## src/rtl/emspm_pkg.sv

```systemverilog
// Shared types and constants for the expanded-memory page mapper.
// Used by the top level; no dependencies.
`default_nettype none

package emspm_pkg;

  // function numbers
  localparam logic [7:0] OP_STATUS  = 8'h40;
  localparam logic [7:0] OP_FRAME   = 8'h41;
  localparam logic [7:0] OP_COUNTS  = 8'h42;
  localparam logic [7:0] OP_ALLOC   = 8'h43;
  localparam logic [7:0] OP_MAP     = 8'h44;
  localparam logic [7:0] OP_FREE    = 8'h45;
  localparam logic [7:0] OP_VERSION = 8'h46;

  localparam logic [7:0]  EMS_VERSION = 8'h40;
  localparam logic [15:0] UNMAP_PAGE  = 16'hFFFF;

  // configuration register indexes
  localparam logic [7:0] CFG_ENABLE  = 8'd0;
  localparam logic [7:0] CFG_TOTAL   = 8'd1;
  localparam logic [7:0] CFG_SEGMENT = 8'd2;

  localparam logic        RST_ENABLE  = 1'b1;
  localparam logic [11:0] RST_TOTAL   = 12'd128;
  localparam logic [15:0] RST_SEGMENT = 16'hE000;

  localparam logic [11:0] CNT_MAX = 12'hFFF;

  typedef enum logic [2:0] {
    ST_OK        = 3'd0,
    ST_UNSUP     = 3'd1,
    ST_NOHANDLE  = 3'd2,
    ST_FEW       = 3'd3,
    ST_ZERO      = 3'd4,
    ST_BADLOG    = 3'd5,
    ST_BADSLOT   = 3'd6,
    ST_BADHANDLE = 3'd7
  } status_t;

  typedef struct packed {
    logic [7:0]  operation;
    logic [15:0] arg_bx;
    logic [15:0] arg_dx;
    logic [7:0]  arg_al;
  } req_t;

  typedef struct packed {
    status_t     status;
    logic [15:0] bx_out;
    logic [15:0] dx_out;
    logic [7:0]  al_out;
    logic [1:0]  frame_slot;
    logic        save_valid;
    logic [10:0] save_page;
    logic        load_valid;
    logic [10:0] load_page;
    logic        last;
  } res_t;

endpackage

`default_nettype wire

```

## src/rtl/emspm_cnt_ram.sv

```systemverilog
// Page-count store per handle: one write port, one registered read port.
// No dependencies.
`default_nettype none

module emspm_cnt_ram #(
  parameter int DEPTH = 16,
  parameter int AW    = 4,
  parameter int DW    = 12
) (
  input  wire logic          clk,
  input  wire logic          we,
  input  wire logic [AW-1:0] waddr,
  input  wire logic [DW-1:0] wdata,
  input  wire logic [AW-1:0] raddr,
  output logic      [DW-1:0] rdata
);

  logic [DW-1:0] mem [DEPTH];

  always_ff @(posedge clk) begin
    if (we) begin
      mem[waddr] <= wdata;
    end
    rdata <= mem[raddr];
  end

endmodule

`default_nettype wire

```

## src/rtl/expanded_memory_page_mapper.sv

```systemverilog
// Expanded-memory page mapper top level: request sequencer, handle table, slots.
// Depends on emspm_pkg and emspm_cnt_ram.
//
//  channel | signals                                      | direction
//  in_     | in_valid, in_stall, in_data                  | request transaction in
//  out_    | out_valid, out_stall, out_data               | result transaction out
//  cfg_    | cfg_valid, cfg_ready, cfg_index, cfg_data    | register write in
//
// One request at a time; in_stall is low only while the sequencer is idle.
// Simple functions go from decode straight to the result. Allocate tests handle flags from
// handle 1 upward (one handle flag tested per cycle). Map walks the page counts of the
// handles below dx through the count RAM (one read per cycle). Free returns the pages and,
// if any slot is mapped, scans the slots and gives one result per mapped slot.
// Synchronous active-low reset; no clearing pass. A stalled result holds the sequencer.
`default_nettype none

module expanded_memory_page_mapper #(
  parameter int HANDLE_COUNT = 16,
  parameter int FRAME_SLOTS  = 4,
  parameter int MAX_PAGES    = 2048
) (
  input  wire logic             clk,
  input  wire logic             rst_n,
  input  wire logic             in_valid,
  output logic                  in_stall,
  input  wire emspm_pkg::req_t  in_data,
  output logic                  out_valid,
  input  wire logic             out_stall,
  output emspm_pkg::res_t       out_data,
  input  wire logic             cfg_valid,
  output logic                  cfg_ready,
  input  wire logic [7:0]       cfg_index,
  input  wire logic [15:0]      cfg_data
);

  localparam int IDX_W  = $clog2(HANDLE_COUNT);
  localparam int SLOT_W = (FRAME_SLOTS > 1) ? $clog2(FRAME_SLOTS) : 1;
  localparam int SUM_W  = IDX_W + 17;
  localparam logic [15:0]      HC16     = 16'(HANDLE_COUNT);
  localparam logic [7:0]       FS8      = 8'(FRAME_SLOTS);
  localparam logic [IDX_W-1:0] IDX_LAST = IDX_W'(HANDLE_COUNT - 1);
  localparam logic [SUM_W-1:0] MAXPG    = SUM_W'(MAX_PAGES);

  typedef enum logic [8:0] {
    S_IDLE      = 9'b000000001,
    S_DECODE    = 9'b000000010,
    S_ALLOC     = 9'b000000100,
    S_MAP_LOG   = 9'b000001000,
    S_SUM       = 9'b000010000,
    S_MAP_CHK   = 9'b000100000,
    S_FREE_ADD  = 9'b001000000,
    S_FREE_SCAN = 9'b010000000,
    S_OUT       = 9'b100000000
  } state_t;

  state_t state_r, state_nxt;
  emspm_pkg::req_t req_r;
  emspm_pkg::res_t out_r, res_nxt;
  logic out_valid_r, out_valid_nxt;
  logic more_r, more_nxt;
  logic [IDX_W-1:0] idx_r, idx_nxt;
  logic [SUM_W-1:0] acc_r, acc_nxt;
  logic pend_r, pend_nxt;
  logic [11:0] free_r, free_nxt;
  logic [HANDLE_COUNT-1:0] in_use_r, in_use_nxt;
  logic [FRAME_SLOTS-1:0] slot_map_r, slot_map_nxt;
  logic [11:0] slot_pg_r [FRAME_SLOTS];
  logic slot_pg_we;
  logic [11:0] slot_pg_wdata;
  logic [SLOT_W-1:0] sp_r, sp_nxt;
  logic en_r;
  logic [11:0] tot_r;
  logic [15:0] seg_r;

  logic ram_we;
  logic [IDX_W-1:0] ram_waddr, ram_raddr;
  logic [11:0] ram_wdata, cnt_rd;

  logic [IDX_W-1:0] hidx;
  logic [SLOT_W-1:0] aidx;
  logic handle_ok, slot_ok;
  logic [SUM_W-1:0] pg;
  logic [12:0] free_sum;
  logic [11:0] cur_pg;
  logic cur_map;
  logic [FRAME_SLOTS-1:0] sp_bit;

  assign in_stall  = (state_r != S_IDLE);
  assign out_valid = out_valid_r;
  assign out_data  = out_r;
  assign cfg_ready = 1'b1;

  assign hidx      = req_r.arg_dx[IDX_W-1:0];
  assign aidx      = req_r.arg_al[SLOT_W-1:0];
  assign handle_ok = (req_r.arg_dx != 16'd0) && (req_r.arg_dx < HC16) && in_use_r[hidx];
  assign slot_ok   = (req_r.arg_al < FS8);
  assign pg        = acc_r + SUM_W'(req_r.arg_bx);
  assign free_sum  = {1'b0, free_r} + {1'b0, cnt_rd};
  assign ram_raddr = (state_r == S_SUM) ? idx_r : hidx;
  // one read mux on the slot pages: map uses arg_al, free walks sp_r
  assign cur_pg    = (state_r == S_FREE_SCAN) ? slot_pg_r[sp_r] : slot_pg_r[aidx];
  assign cur_map   = slot_map_r[aidx];
  assign sp_bit    = FRAME_SLOTS'(1) << sp_r;

  emspm_cnt_ram #(
    .DEPTH (HANDLE_COUNT),
    .AW    (IDX_W),
    .DW    (12)
  ) u_cnt_ram (
    .clk   (clk),
    .we    (ram_we),
    .waddr (ram_waddr),
    .wdata (ram_wdata),
    .raddr (ram_raddr),
    .rdata (cnt_rd)
  );

  always_comb begin
    state_nxt     = state_r;
    out_valid_nxt = out_valid_r;
    more_nxt      = more_r;
    idx_nxt       = idx_r;
    acc_nxt       = acc_r;
    pend_nxt      = 1'b0;
    free_nxt      = free_r;
    in_use_nxt    = in_use_r;
    slot_map_nxt  = slot_map_r;
    slot_pg_we    = 1'b0;
    slot_pg_wdata = pg[11:0];
    sp_nxt        = sp_r;
    ram_we        = 1'b0;
    ram_waddr     = idx_r;
    ram_wdata     = req_r.arg_bx[11:0];
    res_nxt       = '0;
    res_nxt.last  = 1'b1;

    unique case (state_r)
      S_IDLE: begin
        if (in_valid) begin
          state_nxt = S_DECODE;
        end
      end
      S_DECODE: begin
        state_nxt = S_OUT;
        more_nxt  = 1'b0;
        if (!en_r) begin
          res_nxt.status = emspm_pkg::ST_UNSUP;
        end else begin
          case (req_r.operation)
            emspm_pkg::OP_STATUS: ;
            emspm_pkg::OP_FRAME:   res_nxt.bx_out = seg_r;
            emspm_pkg::OP_COUNTS: begin
              res_nxt.bx_out = 16'(free_r);
              res_nxt.dx_out = 16'(tot_r);
            end
            emspm_pkg::OP_VERSION: res_nxt.al_out = emspm_pkg::EMS_VERSION;
            emspm_pkg::OP_ALLOC: begin
              if (req_r.arg_bx == 16'd0) begin
                res_nxt.status = emspm_pkg::ST_ZERO;
              end else if (req_r.arg_bx > 16'(free_r)) begin
                res_nxt.status = emspm_pkg::ST_FEW;
              end else begin
                idx_nxt   = IDX_W'(1);
                state_nxt = S_ALLOC;
              end
            end
            emspm_pkg::OP_MAP: begin
              if (!slot_ok) begin
                res_nxt.status = emspm_pkg::ST_BADSLOT;
              end else if (!handle_ok) begin
                res_nxt.status = emspm_pkg::ST_BADHANDLE;
              end else if (req_r.arg_bx == emspm_pkg::UNMAP_PAGE) begin
                res_nxt.frame_slot = 2'(aidx);
                res_nxt.save_valid = cur_map;
                res_nxt.save_page  = cur_map ? cur_pg[10:0] : 11'd0;
                slot_map_nxt[aidx] = 1'b0;
              end else begin
                state_nxt = S_MAP_LOG;   // count of dx is read this cycle
              end
            end
            emspm_pkg::OP_FREE: begin
              if (!handle_ok) begin
                res_nxt.status = emspm_pkg::ST_BADHANDLE;
              end else begin
                state_nxt = S_FREE_ADD;
              end
            end
            default: res_nxt.status = emspm_pkg::ST_UNSUP;
          endcase
        end
      end
      S_ALLOC: begin
        if (!in_use_r[idx_r]) begin
          ram_we            = 1'b1;
          in_use_nxt[idx_r] = 1'b1;
          free_nxt          = free_r - req_r.arg_bx[11:0];
          res_nxt.dx_out    = 16'(idx_r);
          more_nxt          = 1'b0;
          state_nxt         = S_OUT;
        end else if (idx_r == IDX_LAST) begin
          res_nxt.status = emspm_pkg::ST_NOHANDLE;
          more_nxt       = 1'b0;
          state_nxt      = S_OUT;
        end else begin
          idx_nxt = idx_r + IDX_W'(1);
        end
      end
      S_MAP_LOG: begin
        if (req_r.arg_bx[15] || (req_r.arg_bx >= 16'(cnt_rd))) begin
          res_nxt.status = emspm_pkg::ST_BADLOG;
          more_nxt       = 1'b0;
          state_nxt      = S_OUT;
        end else begin
          idx_nxt   = IDX_W'(1);
          acc_nxt   = '0;
          state_nxt = S_SUM;
        end
      end
      S_SUM: begin
        // read issued for idx_r, summed in the next cycle under pend_r
        if (pend_r) begin
          acc_nxt = acc_r + SUM_W'(cnt_rd);
        end
        if (idx_r != hidx) begin
          pend_nxt = in_use_r[idx_r];
          idx_nxt  = idx_r + IDX_W'(1);
        end else begin
          state_nxt = S_MAP_CHK;
        end
      end
      S_MAP_CHK: begin
        more_nxt  = 1'b0;
        state_nxt = S_OUT;
        if ((pg >= SUM_W'(tot_r)) || (pg >= MAXPG)) begin
          res_nxt.status = emspm_pkg::ST_BADLOG;
        end else begin
          res_nxt.frame_slot = 2'(aidx);
          if (!(cur_map && (cur_pg == pg[11:0]))) begin
            res_nxt.save_valid = cur_map;
            res_nxt.save_page  = cur_map ? cur_pg[10:0] : 11'd0;
            res_nxt.load_valid = 1'b1;
            res_nxt.load_page  = pg[10:0];
            slot_map_nxt[aidx] = 1'b1;
            slot_pg_we         = 1'b1;
          end
        end
      end
      S_FREE_ADD: begin
        free_nxt         = free_sum[12] ? emspm_pkg::CNT_MAX : free_sum[11:0];
        in_use_nxt[hidx] = 1'b0;
        if (slot_map_r == '0) begin
          more_nxt  = 1'b0;
          state_nxt = S_OUT;
        end else begin
          sp_nxt    = '0;
          state_nxt = S_FREE_SCAN;
        end
      end
      S_FREE_SCAN: begin
        sp_nxt = sp_r + SLOT_W'(1);
        if (slot_map_r[sp_r]) begin
          res_nxt.frame_slot = 2'(sp_r);
          res_nxt.save_valid = 1'b1;
          res_nxt.save_page  = cur_pg[10:0];
          res_nxt.last       = ((slot_map_r & ~sp_bit) == '0);
          slot_map_nxt[sp_r] = 1'b0;
          more_nxt           = !res_nxt.last;
          state_nxt          = S_OUT;
        end
      end
      S_OUT: begin
        if (!out_stall) begin
          state_nxt = more_r ? S_FREE_SCAN : S_IDLE;
        end
      end
      default: state_nxt = S_IDLE;
    endcase

    if (state_nxt == S_OUT && state_r != S_OUT) begin
      out_valid_nxt = 1'b1;
    end else if (state_r == S_OUT && !out_stall) begin
      out_valid_nxt = 1'b0;
    end
  end

  always_ff @(posedge clk) begin
    if (!rst_n) begin
      state_r     <= S_IDLE;
      out_valid_r <= 1'b0;
      more_r      <= 1'b0;
      pend_r      <= 1'b0;
      free_r      <= emspm_pkg::RST_TOTAL;
      in_use_r    <= '0;
      slot_map_r  <= '0;
      en_r        <= emspm_pkg::RST_ENABLE;
      tot_r       <= emspm_pkg::RST_TOTAL;
      seg_r       <= emspm_pkg::RST_SEGMENT;
    end else begin
      state_r     <= state_nxt;
      out_valid_r <= out_valid_nxt;
      more_r      <= more_nxt;
      pend_r      <= pend_nxt;
      free_r      <= free_nxt;
      in_use_r    <= in_use_nxt;
      slot_map_r  <= slot_map_nxt;
      if (cfg_valid && cfg_ready) begin
        unique case (cfg_index)
          emspm_pkg::CFG_ENABLE:  en_r  <= cfg_data[0];
          emspm_pkg::CFG_TOTAL:   tot_r <= cfg_data[11:0];
          emspm_pkg::CFG_SEGMENT: seg_r <= cfg_data;
          default: ;
        endcase
      end
    end
  end

  // payload registers
  always_ff @(posedge clk) begin
    idx_r <= idx_nxt;
    acc_r <= acc_nxt;
    sp_r  <= sp_nxt;
    if (state_r == S_IDLE && in_valid) begin
      req_r <= in_data;
    end
    if (state_nxt == S_OUT && state_r != S_OUT) begin
      out_r <= res_nxt;
    end
    if (slot_pg_we) begin
      slot_pg_r[aidx] <= slot_pg_wdata;
    end
  end

  a_idle_no_result: assert property (@(posedge clk) disable iff (!rst_n)
    !in_stall |-> !out_valid_r)
    else $error("request accepted while a result is pending");

  a_last_to_idle: assert property (@(posedge clk) disable iff (!rst_n)
    out_valid_r && !out_stall && out_r.last |=> !in_stall)
    else $error("sequencer not idle after final result");

  a_more_is_free_save: assert property (@(posedge clk) disable iff (!rst_n)
    out_valid_r && !out_r.last |-> out_r.save_valid && !out_r.load_valid &&
      (out_r.status == emspm_pkg::ST_OK))
    else $error("non-final result that is not a free save");

  a_slot_range: assert property (@(posedge clk) disable iff (!rst_n)
    out_valid_r && (out_r.save_valid || out_r.load_valid) |->
      (32'(out_r.frame_slot) < FRAME_SLOTS))
    else $error("copy command for a slot that does not exist");

  a_free_walk: assert property (@(posedge clk) disable iff (!rst_n)
    state_r == S_FREE_SCAN |-> slot_map_r != '0)
    else $error("free slot walk with nothing mapped");

endmodule

`default_nettype wire
```

## config.mk

```make
export PLATFORM = sky130hd
export DESIGN_NAME = expanded_memory_page_mapper
export DESIGN_NICKNAME = d
export VERILOG_FILES = /design/src/rtl/emspm_pkg.sv /design/src/rtl/emspm_cnt_ram.sv /design/src/rtl/expanded_memory_page_mapper.sv
export SDC_FILE = /design/constraint.sdc
export NUM_CORES = 1
export LEC_CHECK = 0
export ABC_AREA = 1
export BUFFER_PORTS_ARGS = -buffer_cell sky130_fd_sc_hd__buf_2
export CELL_PAD_IN_SITES_DETAIL_PLACEMENT = 2
export CELL_PAD_IN_SITES_GLOBAL_PLACEMENT = 2
export CORE_UTILIZATION = 42
export DETAILED_ROUTE_END_ITERATION = 10
export GPL_TIMING_DRIVEN = 0
export PLACE_DENSITY = 0.85
export SLEW_MARGIN = 25
export SYNTH_ARGS = -nofsm -noshare
export SYNTH_HDL_FRONTEND = slang
export SYNTH_SLANG_ARGS = --single-unit
```

## constraint.sdc

```tcl
create_clock -name clk -period 11 [get_ports clk]
set_input_delay 0 -clock clk [delete_from_list [all_inputs] [get_ports clk]]
set_output_delay 0 -clock clk [all_outputs]
set_load 0.02 [all_outputs]
```

==> impl_metrics.json, run 1 <==
{
  "final_core_utilization_pct": 51.1,
  "avgRoutedWirePerCell_um": 34.6,
  "synth_edf_count": 374,
  "clock.fmax_mhz": 158,
  "crit_top_cell": "nand2_1",
  "fin_ws_ns": 4.67,
  "startpoint_type": "register",
  "synth_top_cell_by_area": "edfxtp_1",
  "port_buffers": 136,
  "clk_latency_ns": 0.67,
  "htreeDepth": 2,
  "place_ws_ns": 5.09,
  "die_w_um": 239,
  "power_leakage_nw": 11.5,
  "fp.dieArea_mm2": 0.0573,
  "arrival_ns": 6.58,
  "clk_pin_slew_worst_paths_ns": 0.07,
  "synth_top_area_share_pct": 47.5,
  "path_max_fanout": 20,
  "ant_nets": 0,
  "hold_start": "cfg_index[0]",
  "worst_slew_pin_slew_ns": 1.28,
  "worst_r2r_path_depth": 23,
  "required_ns": 11.25,
  "peakVddDrop_uv": 192,
  "ys_types": 57,
  "vias": 23955,
  "grt.busiest_layer": "met2",
  "finalHoldViolations": 0,
  "crit_type": "reg2reg",
  "r2r_end": "slot_pg_r[0][9]",
  "finalCriticalPeriod_ns": 6.33,
  "postCtsSetupRepairBufs": 0,
  "relSlewSlack_pct": 14.2,
  "dp_hpwl_um": 72500,
  "synth_seq_cells": 463,
  "initial_core_util_pct": 42.7,
  "dominantRegCellSynth": "edfxtp_1",
  "grt_usage_pct": 40.1,
  "critPathSlowestCell": "edfxtp_1",
  "routed_via_density": 6.56,
  "status": "finished, final reports clean",
  "cts_num_sinks": 463,
  "firstDrtPassIters": 6,
  "fp.dieH_um": 239,
  "drc": 0,
  "cts_buffer_depth": 3,
  "area_delta_synth_final_pct": 19.6,
  "power_density_mw_per_mm2": 162,
  "worst_hold_path.endpoint": "seg_r[15]",
  "wl_um": 126000,
  "grtUsageMet2_pct": 70.0,
  "path_cells": "ha_1, fa_1, nand2_1, nand2_1, nand3_1, nand2_1, inv_1, ha_1, nand2_1, o21bai_1, nand3_1, nand2_1, nand2_1, a21boi_0, o21ai_0, nor2_1, nand3_1, clkinv_1, nand2_2, nor2_4, inv_4, buf_8, nor2_2",
  "core_area_mm2": 0.0554,
  "grt_pass1_vias": 25103,
  "clock_skew_ns": 0.0673,
  "tns_ns": 0,
  "syn_inst": 2552,
  "grt_max_degree": 53,
  "holdPathStages": 5,
  "synth_area_per_cell_um2": 9.27,
  "ys_top_cells_by_area": "edfxtp_1 47%, nand2_1 7.6%, dfxtp_1 7.5%, ha_1 5.0%, inv_1 4.5%",
  "antenna_found_initial": 7,
  "use_met1_pct": 46.1,
  "grtUsageMet3_pct": 6.96,
  "rsz0062_at_grt": "no",
  "cts_made_buffers": 52,
  "cp_slowest_stage_delay_ns": 1.18,
  "gp_congestion": 0.915,
  "overflow": 0,
  "drt-initial-drc-count": 2543,
  "synth.yosys.warnings": 0,
  "reg2reg_slack_ns": 4.67,
  "hold_class": "in2reg",
  "std_cell_rows": 86,
  "slew_viol_final": 0,
  "drv_cap": 0,
  "seq_area_frac_synth_pct": 55.0,
  "netlist_area_mm2": 0.0237,
  "cts_tree": "built",
  "finalSetupViolations": 0,
  "r2r_start": "ram_wdata[0]",
  "worst_setup_path_end_kind": "register",
  "clockRootBuffer": "clkbuf_16",
  "fin_crit_sh_pct": 57.5,
  "grt_pass1_wl_um": 168000,
  "drive_gt1_share_pct": 13.0,
  "num_io_pins": 150,
  "hold_ws_ns": 0.0574,
  "final_nets": 3034,
  "async_flop_share_pct": 0
}
-- kinds of logic (layout without fill, tap and decap cells) --
| family | count (synthesis) | after routing | share of synthesized area [%] |
|---|---|---|---|
| AND/OR/NAND/NOR | 1028 | 1028 | 18.7 |
| AO/OA/AOI/OAI | 541 | 541 | 13.3 |
| flip-flops | 463 | 463 | 55.0 |
| buffers and inverters | 402 | 742 | 7.00 |
| adder cells (fa/ha/maj) | 99 | 99 | 5.36 |
| XOR/XNOR | 17 | 17 | 0.629 |
| other | 2 | 16 | 0.0317 |
-- repair_timing --
item / in CTS / in global routing
hold endpoints to repair: 86 / 0
hold buffers: 77 / 0
gates resized for setup: 0 / 0
-- flip-flops by register name, summed over array words and instances (netlist names), 2 cells and up, named ones only --
| register | cells |
|---|---|
| u_cnt_ram.mem | 192 |
| out_data | 59 |
| slot_pg_r | 48 |
| req_r | 30 |
| acc_r | 21 |
| in_use_r | 16 |
| seg_r | 16 |
| free_r | 12 |
| ram_wdata | 12 |
| tot_r | 12 |
| u_cnt_ram.rdata | 12 |
| state_r | 9 |
| hidx | 4 |
| idx_r | 4 |
| slot_map_r | 4 |
| aidx | 2 |
| sp_r | 2 |
-- metal layers --
metal  share of wire, %  vias up
met3                9.5      703
met2                 47     1864
met5              0.020        -
li1                   -     9491
met1                 35    11893
met4                8.4        4
-- how the worst max path moves through the flow --
stage | start | to | depth (start not counted)
final | ram_wdata[0] | slot_pg_r[0][9] | 23
after global placement | ram_wdata[9] | acc_r[15] | 8
after global routing | ram_wdata[0] | slot_pg_r[3][9] | 23
after detailed placement | ram_wdata[0] | slot_pg_r[0][6] | 23
after CTS | ram_wdata[0] | slot_pg_r[0][9] | 23
after floorplan | ram_wdata[0] | slot_pg_r[0][0] | 22
-- cells in the mapped netlist (11+ instances only) --
| library cell | n |
|---|---|
| a31oi_1 | 26 |
| nor2_2 | 15 |
| xor2_1 | 12 |
| o22ai_1 | 40 |
| nand3_1 | 137 |
| buf_2 | 28 |
| o211ai_1 | 38 |
| nor3_1 | 67 |
| edfxtp_1 | 374 |
| dfxtp_1 | 89 |
| ha_1 | 95 |
| inv_2 | 11 |
| o221ai_1 | 36 |
| a21oi_1 | 144 |
| inv_1 | 285 |
| buf_4 | 21 |
| o21ai_0 | 207 |
| nor2_1 | 257 |
| clkbuf_1 | 47 |
| nand2_1 | 479 |
| nand4_1 | 40 |
-- layout by cell type, fill, tap and decap left out, drive strengths merged, types with 25 or more instances in the layout --
| cell | count |
|---|---|
| a21oi | 145 |
| a31oi | 26 |
| buf | 216 |
| clkbuf | 117 |
| clkinv | 25 |
| dfxtp | 89 |
| dlygate4sd3 | 77 |
| edfxtp | 374 |
| ha | 95 |
| inv | 298 |
| nand2 | 484 |
| nand3 | 144 |
| nand4 | 40 |
| nor2 | 276 |
| nor3 | 68 |
| o211ai | 39 |
| o21ai | 218 |
| o221ai | 36 |
| o22ai | 40 |
-- worst max-delay path: cells and delay by family, from the launching register on --
family	cells	cell delay, ns
adders and majority gates	3	1.11
AOI/OAI and AO/OA	3	0.51
buffers and inverters	4	0.71
DFF	1	1.18
and+or+nand+nor	13	2.33
-- where the power goes --
| group | switching, mW | internal [mW] |
|---|---|---|
| combinational | 0.458 | 0.174 |
| sequential | 0.0682 | 1.96 |
| clock | 0.894 | 1.04 |
-- cell type report --
class | count | area [um2]
clock buffer | 67 | 1380
timing repair buffer | 242 | 1810
multi-input combinational | 1697 | 9140
fill | 5734 | 27100
antenna | 4 | 10.0
buffer | 101 | 522
clock inverter | 31 | 362
sequential | 463 | 13000
inverter | 301 | 1140
tap | 748 | 936
-- stage by stage --
stage | instances | instance area (um2) | total power, mW
detailed placement | 3466 | 25600 | 2.57
global placement | 3446 | 25300 | 2.53
finish | 3654 | 28300 | 4.59
floorplan | 2562 | 23700 | 2.34
global route | 3651 | 28300 | 4.64
CTS | 3641 | 28100 | 4.41
Power figures use the tool's default switching activity.
==> run 2, diff against run 1 <==
--- a/config.mk
+++ b/config.mk
@@ -9,10 +9,10 @@
 export BUFFER_PORTS_ARGS = -buffer_cell sky130_fd_sc_hd__buf_2
 export CELL_PAD_IN_SITES_DETAIL_PLACEMENT = 2
 export CELL_PAD_IN_SITES_GLOBAL_PLACEMENT = 2
-export CORE_UTILIZATION = 42
+export CORE_UTILIZATION = 39
 export DETAILED_ROUTE_END_ITERATION = 10
 export GPL_TIMING_DRIVEN = 0
-export PLACE_DENSITY = 0.85
+export PLACE_DENSITY = 0.79
 export SLEW_MARGIN = 25
 export SYNTH_ARGS = -nofsm -noshare
 export SYNTH_HDL_FRONTEND = slang
==> constraint.sdc (replaced) <==
create_clock -name clk -period 5.85 [get_ports clk]
set_input_delay 0 -clock clk [delete_from_list [all_inputs] [get_ports clk]]
set_output_delay 0 -clock clk [all_outputs]
set_load 0.02 [all_outputs]
==> impl_metrics.json, run 2 (synthesis results as in run 1) <==
{
  "dp_hpwl_um": 70500,
  "r2r_end": "slot_pg_r[2][9]",
  "drc": 0,
  "finalSetupViolations": 0,
  "drive_gt1_share_pct": 13.1,
  "crit_type": "reg2reg",
  "antenna_found_initial": 2,
  "hold_class": "in2reg",
  "cts_made_buffers": 52,
  "largest_reg_flops": 192,
  "routed_via_density": 5.88,
  "path_max_fanout": 21,
  "crit_start": "ram_wdata[4]",
  "clk_latency_ns": 0.64,
  "worst_hold_path.endpoint": "en_r",
  "hold_ws_ns": 0.0304,
  "worst_setup_path_end_kind": "register",
  "fin_ws_ns": 0.254,
  "final_common_cell": "nand2_1",
  "fin_crit_sh_pct": 95.7,
  "ant_nets": 0,
  "cts_num_sinks": 463,
  "grt_pass1_wl_um": 150000,
  "place_ws_ns": -0.228,
  "rsz0062_at_grt": "no",
  "initial_core_util_pct": 39.8,
  "clockRootBuffer": "clkbuf_16",
  "fp.dieH_um": 248,
  "clock_skew_ns": 0.0497,
  "grt_usage_pct": 32.8,
  "overflow": 0,
  "clk_pin_slew_worst_paths_ns": 0.07,
  "top_register": "u_cnt_ram.mem",
  "final_nets": 3038,
  "finalCriticalPeriod_ns": 5.60,
  "worst_r2r_path_depth": 21,
  "cts_tree": "built",
  "htreeDepth": 2,
  "slew_viol_final": 0,
  "firstDrtPassIters": 5,
  "vias": 21622,
  "status": "finished, final reports clean",
  "reg2reg_slack_ns": 0.25,
  "startpoint_type": "register",
  "grt_pass1_vias": 23748,
  "drv_cap": 0,
  "core_area_mm2": 0.0595,
  "fin_area_mm2": 0.0284,
  "clock.fmax_mhz": 179,
  "fp.dieArea_mm2": 0.0617,
  "peakVddDrop_uv": 289,
  "cts_buffer_depth": 3,
  "std_cell_rows": 89,
  "place_inst": 3496,
  "place_area_mm2": 0.0257,
  "holdPathStages": 6,
  "gp_congestion": 0.893,
  "arrival_ns": 5.83,
  "num_io_pins": 150,
  "grt_max_degree": 45,
  "wl_um": 103000,
  "power_leakage_nw": 11.6,
  "power_density_mw_per_mm2": 295,
  "area_delta_synth_final_pct": 20.2,
  "worst_slew_pin_slew_ns": 1.15,
  "avgRoutedWirePerCell_um": 28.1,
  "tns_ns": 0,
  "required_ns": 6.08,
  "die_w_um": 248,
  "drt-initial-drc-count": 1645,
  "total_power_mw": 8.40,
  "instances_no_fill": 3680,
  "hold_start": "cfg_index[6]",
  "r2r_start": "ram_wdata[4]",
  "relSlewSlack_pct": 23.6,
  "final_core_utilization_pct": 47.8,
  "finalHoldViolations": 0,
  "fillers": 6308,
  "port_buffers": 136,
  "layout_common_cells": "479 x nand2_1, 374 x edfxtp_1, 283 x inv_1"
}
[run 2: how the worst max path moves through the flow]
stage	cells past startpoint	slack (ns)	to
6_report	21	0.25	slot_pg_r[2][9]
5_1_grt	21	0.07	slot_pg_r[2][9]
4_1_cts	23	0.14	slot_pg_r[2][9]
3_5_place_dp	23	-0.23	slot_pg_r[3][11]
3_3_place_gp	23	0.001	slot_pg_r[0][5]
2_1_floorplan	22	1.99	slot_pg_r[0][0]
[run 2: metal layers]
metal / wire (um) / part of all wire (%) / global-route usage (%) / vias to the layer above
li1: - / - / - / 9478
met4: 4500 / 4.4 / 14.2 / 2
met5: 13 / 0.013 / 0 / -
met1: 40700 / 39 / 39.4 / 11068
met3: 6050 / 5.9 / 5.59 / 257
met2: 52000 / 50 / 57.5 / 817
[run 2: final cells by class]
type	instances	area, um2	share of cell area, %
Multi-Input combinational cell	1697	9150	32.2
Tap cell	773	967	3.40
Sequential cell	463	13000	45.7
Antenna cell	2	5.00	0.0176
Buffer	101	522	1.83
Inverter	301	1140	4.01
Clock inverter	27	355	1.25
Clock buffer	70	1440	5.06
Timing Repair Buffer	246	1850	6.51
[run 2: report_power, final]
part	switching [mW]	internal, mW
clock network	1.51	2.01
logic	0.756	0.327
registers	0.112	3.68
total	2.38	6.02
[run 2: timing repair]
action,4_1_cts,5_1_grt
endpoints found under the hold margin,90,0
gates resized for setup,4,0
hold buffers,75,0
setup endpoints to repair,48,48
buffers inserted,1,3
[run 2: critical path: stages, from the launching register on]
cell	delay [ns]
edfxtp_1	1.11
ha_1	0.47
inv_1	0.09
nand3_1	0.10
nand2_1	0.31
inv_1	0.26
ha_1	0.35
nand2_1	0.12
o21bai_1	0.13
nand3_1	0.10
nand2_1	0.07
nand2_1	0.05
a21boi_0	0.21
o21ai_0	0.12
nor2_1	0.11
nand3_1	0.35
clkinv_1	0.23
nand2_2	0.10
nor2_4	0.15
inv_4	0.09
buf_8	0.18
nor2_4	0.43
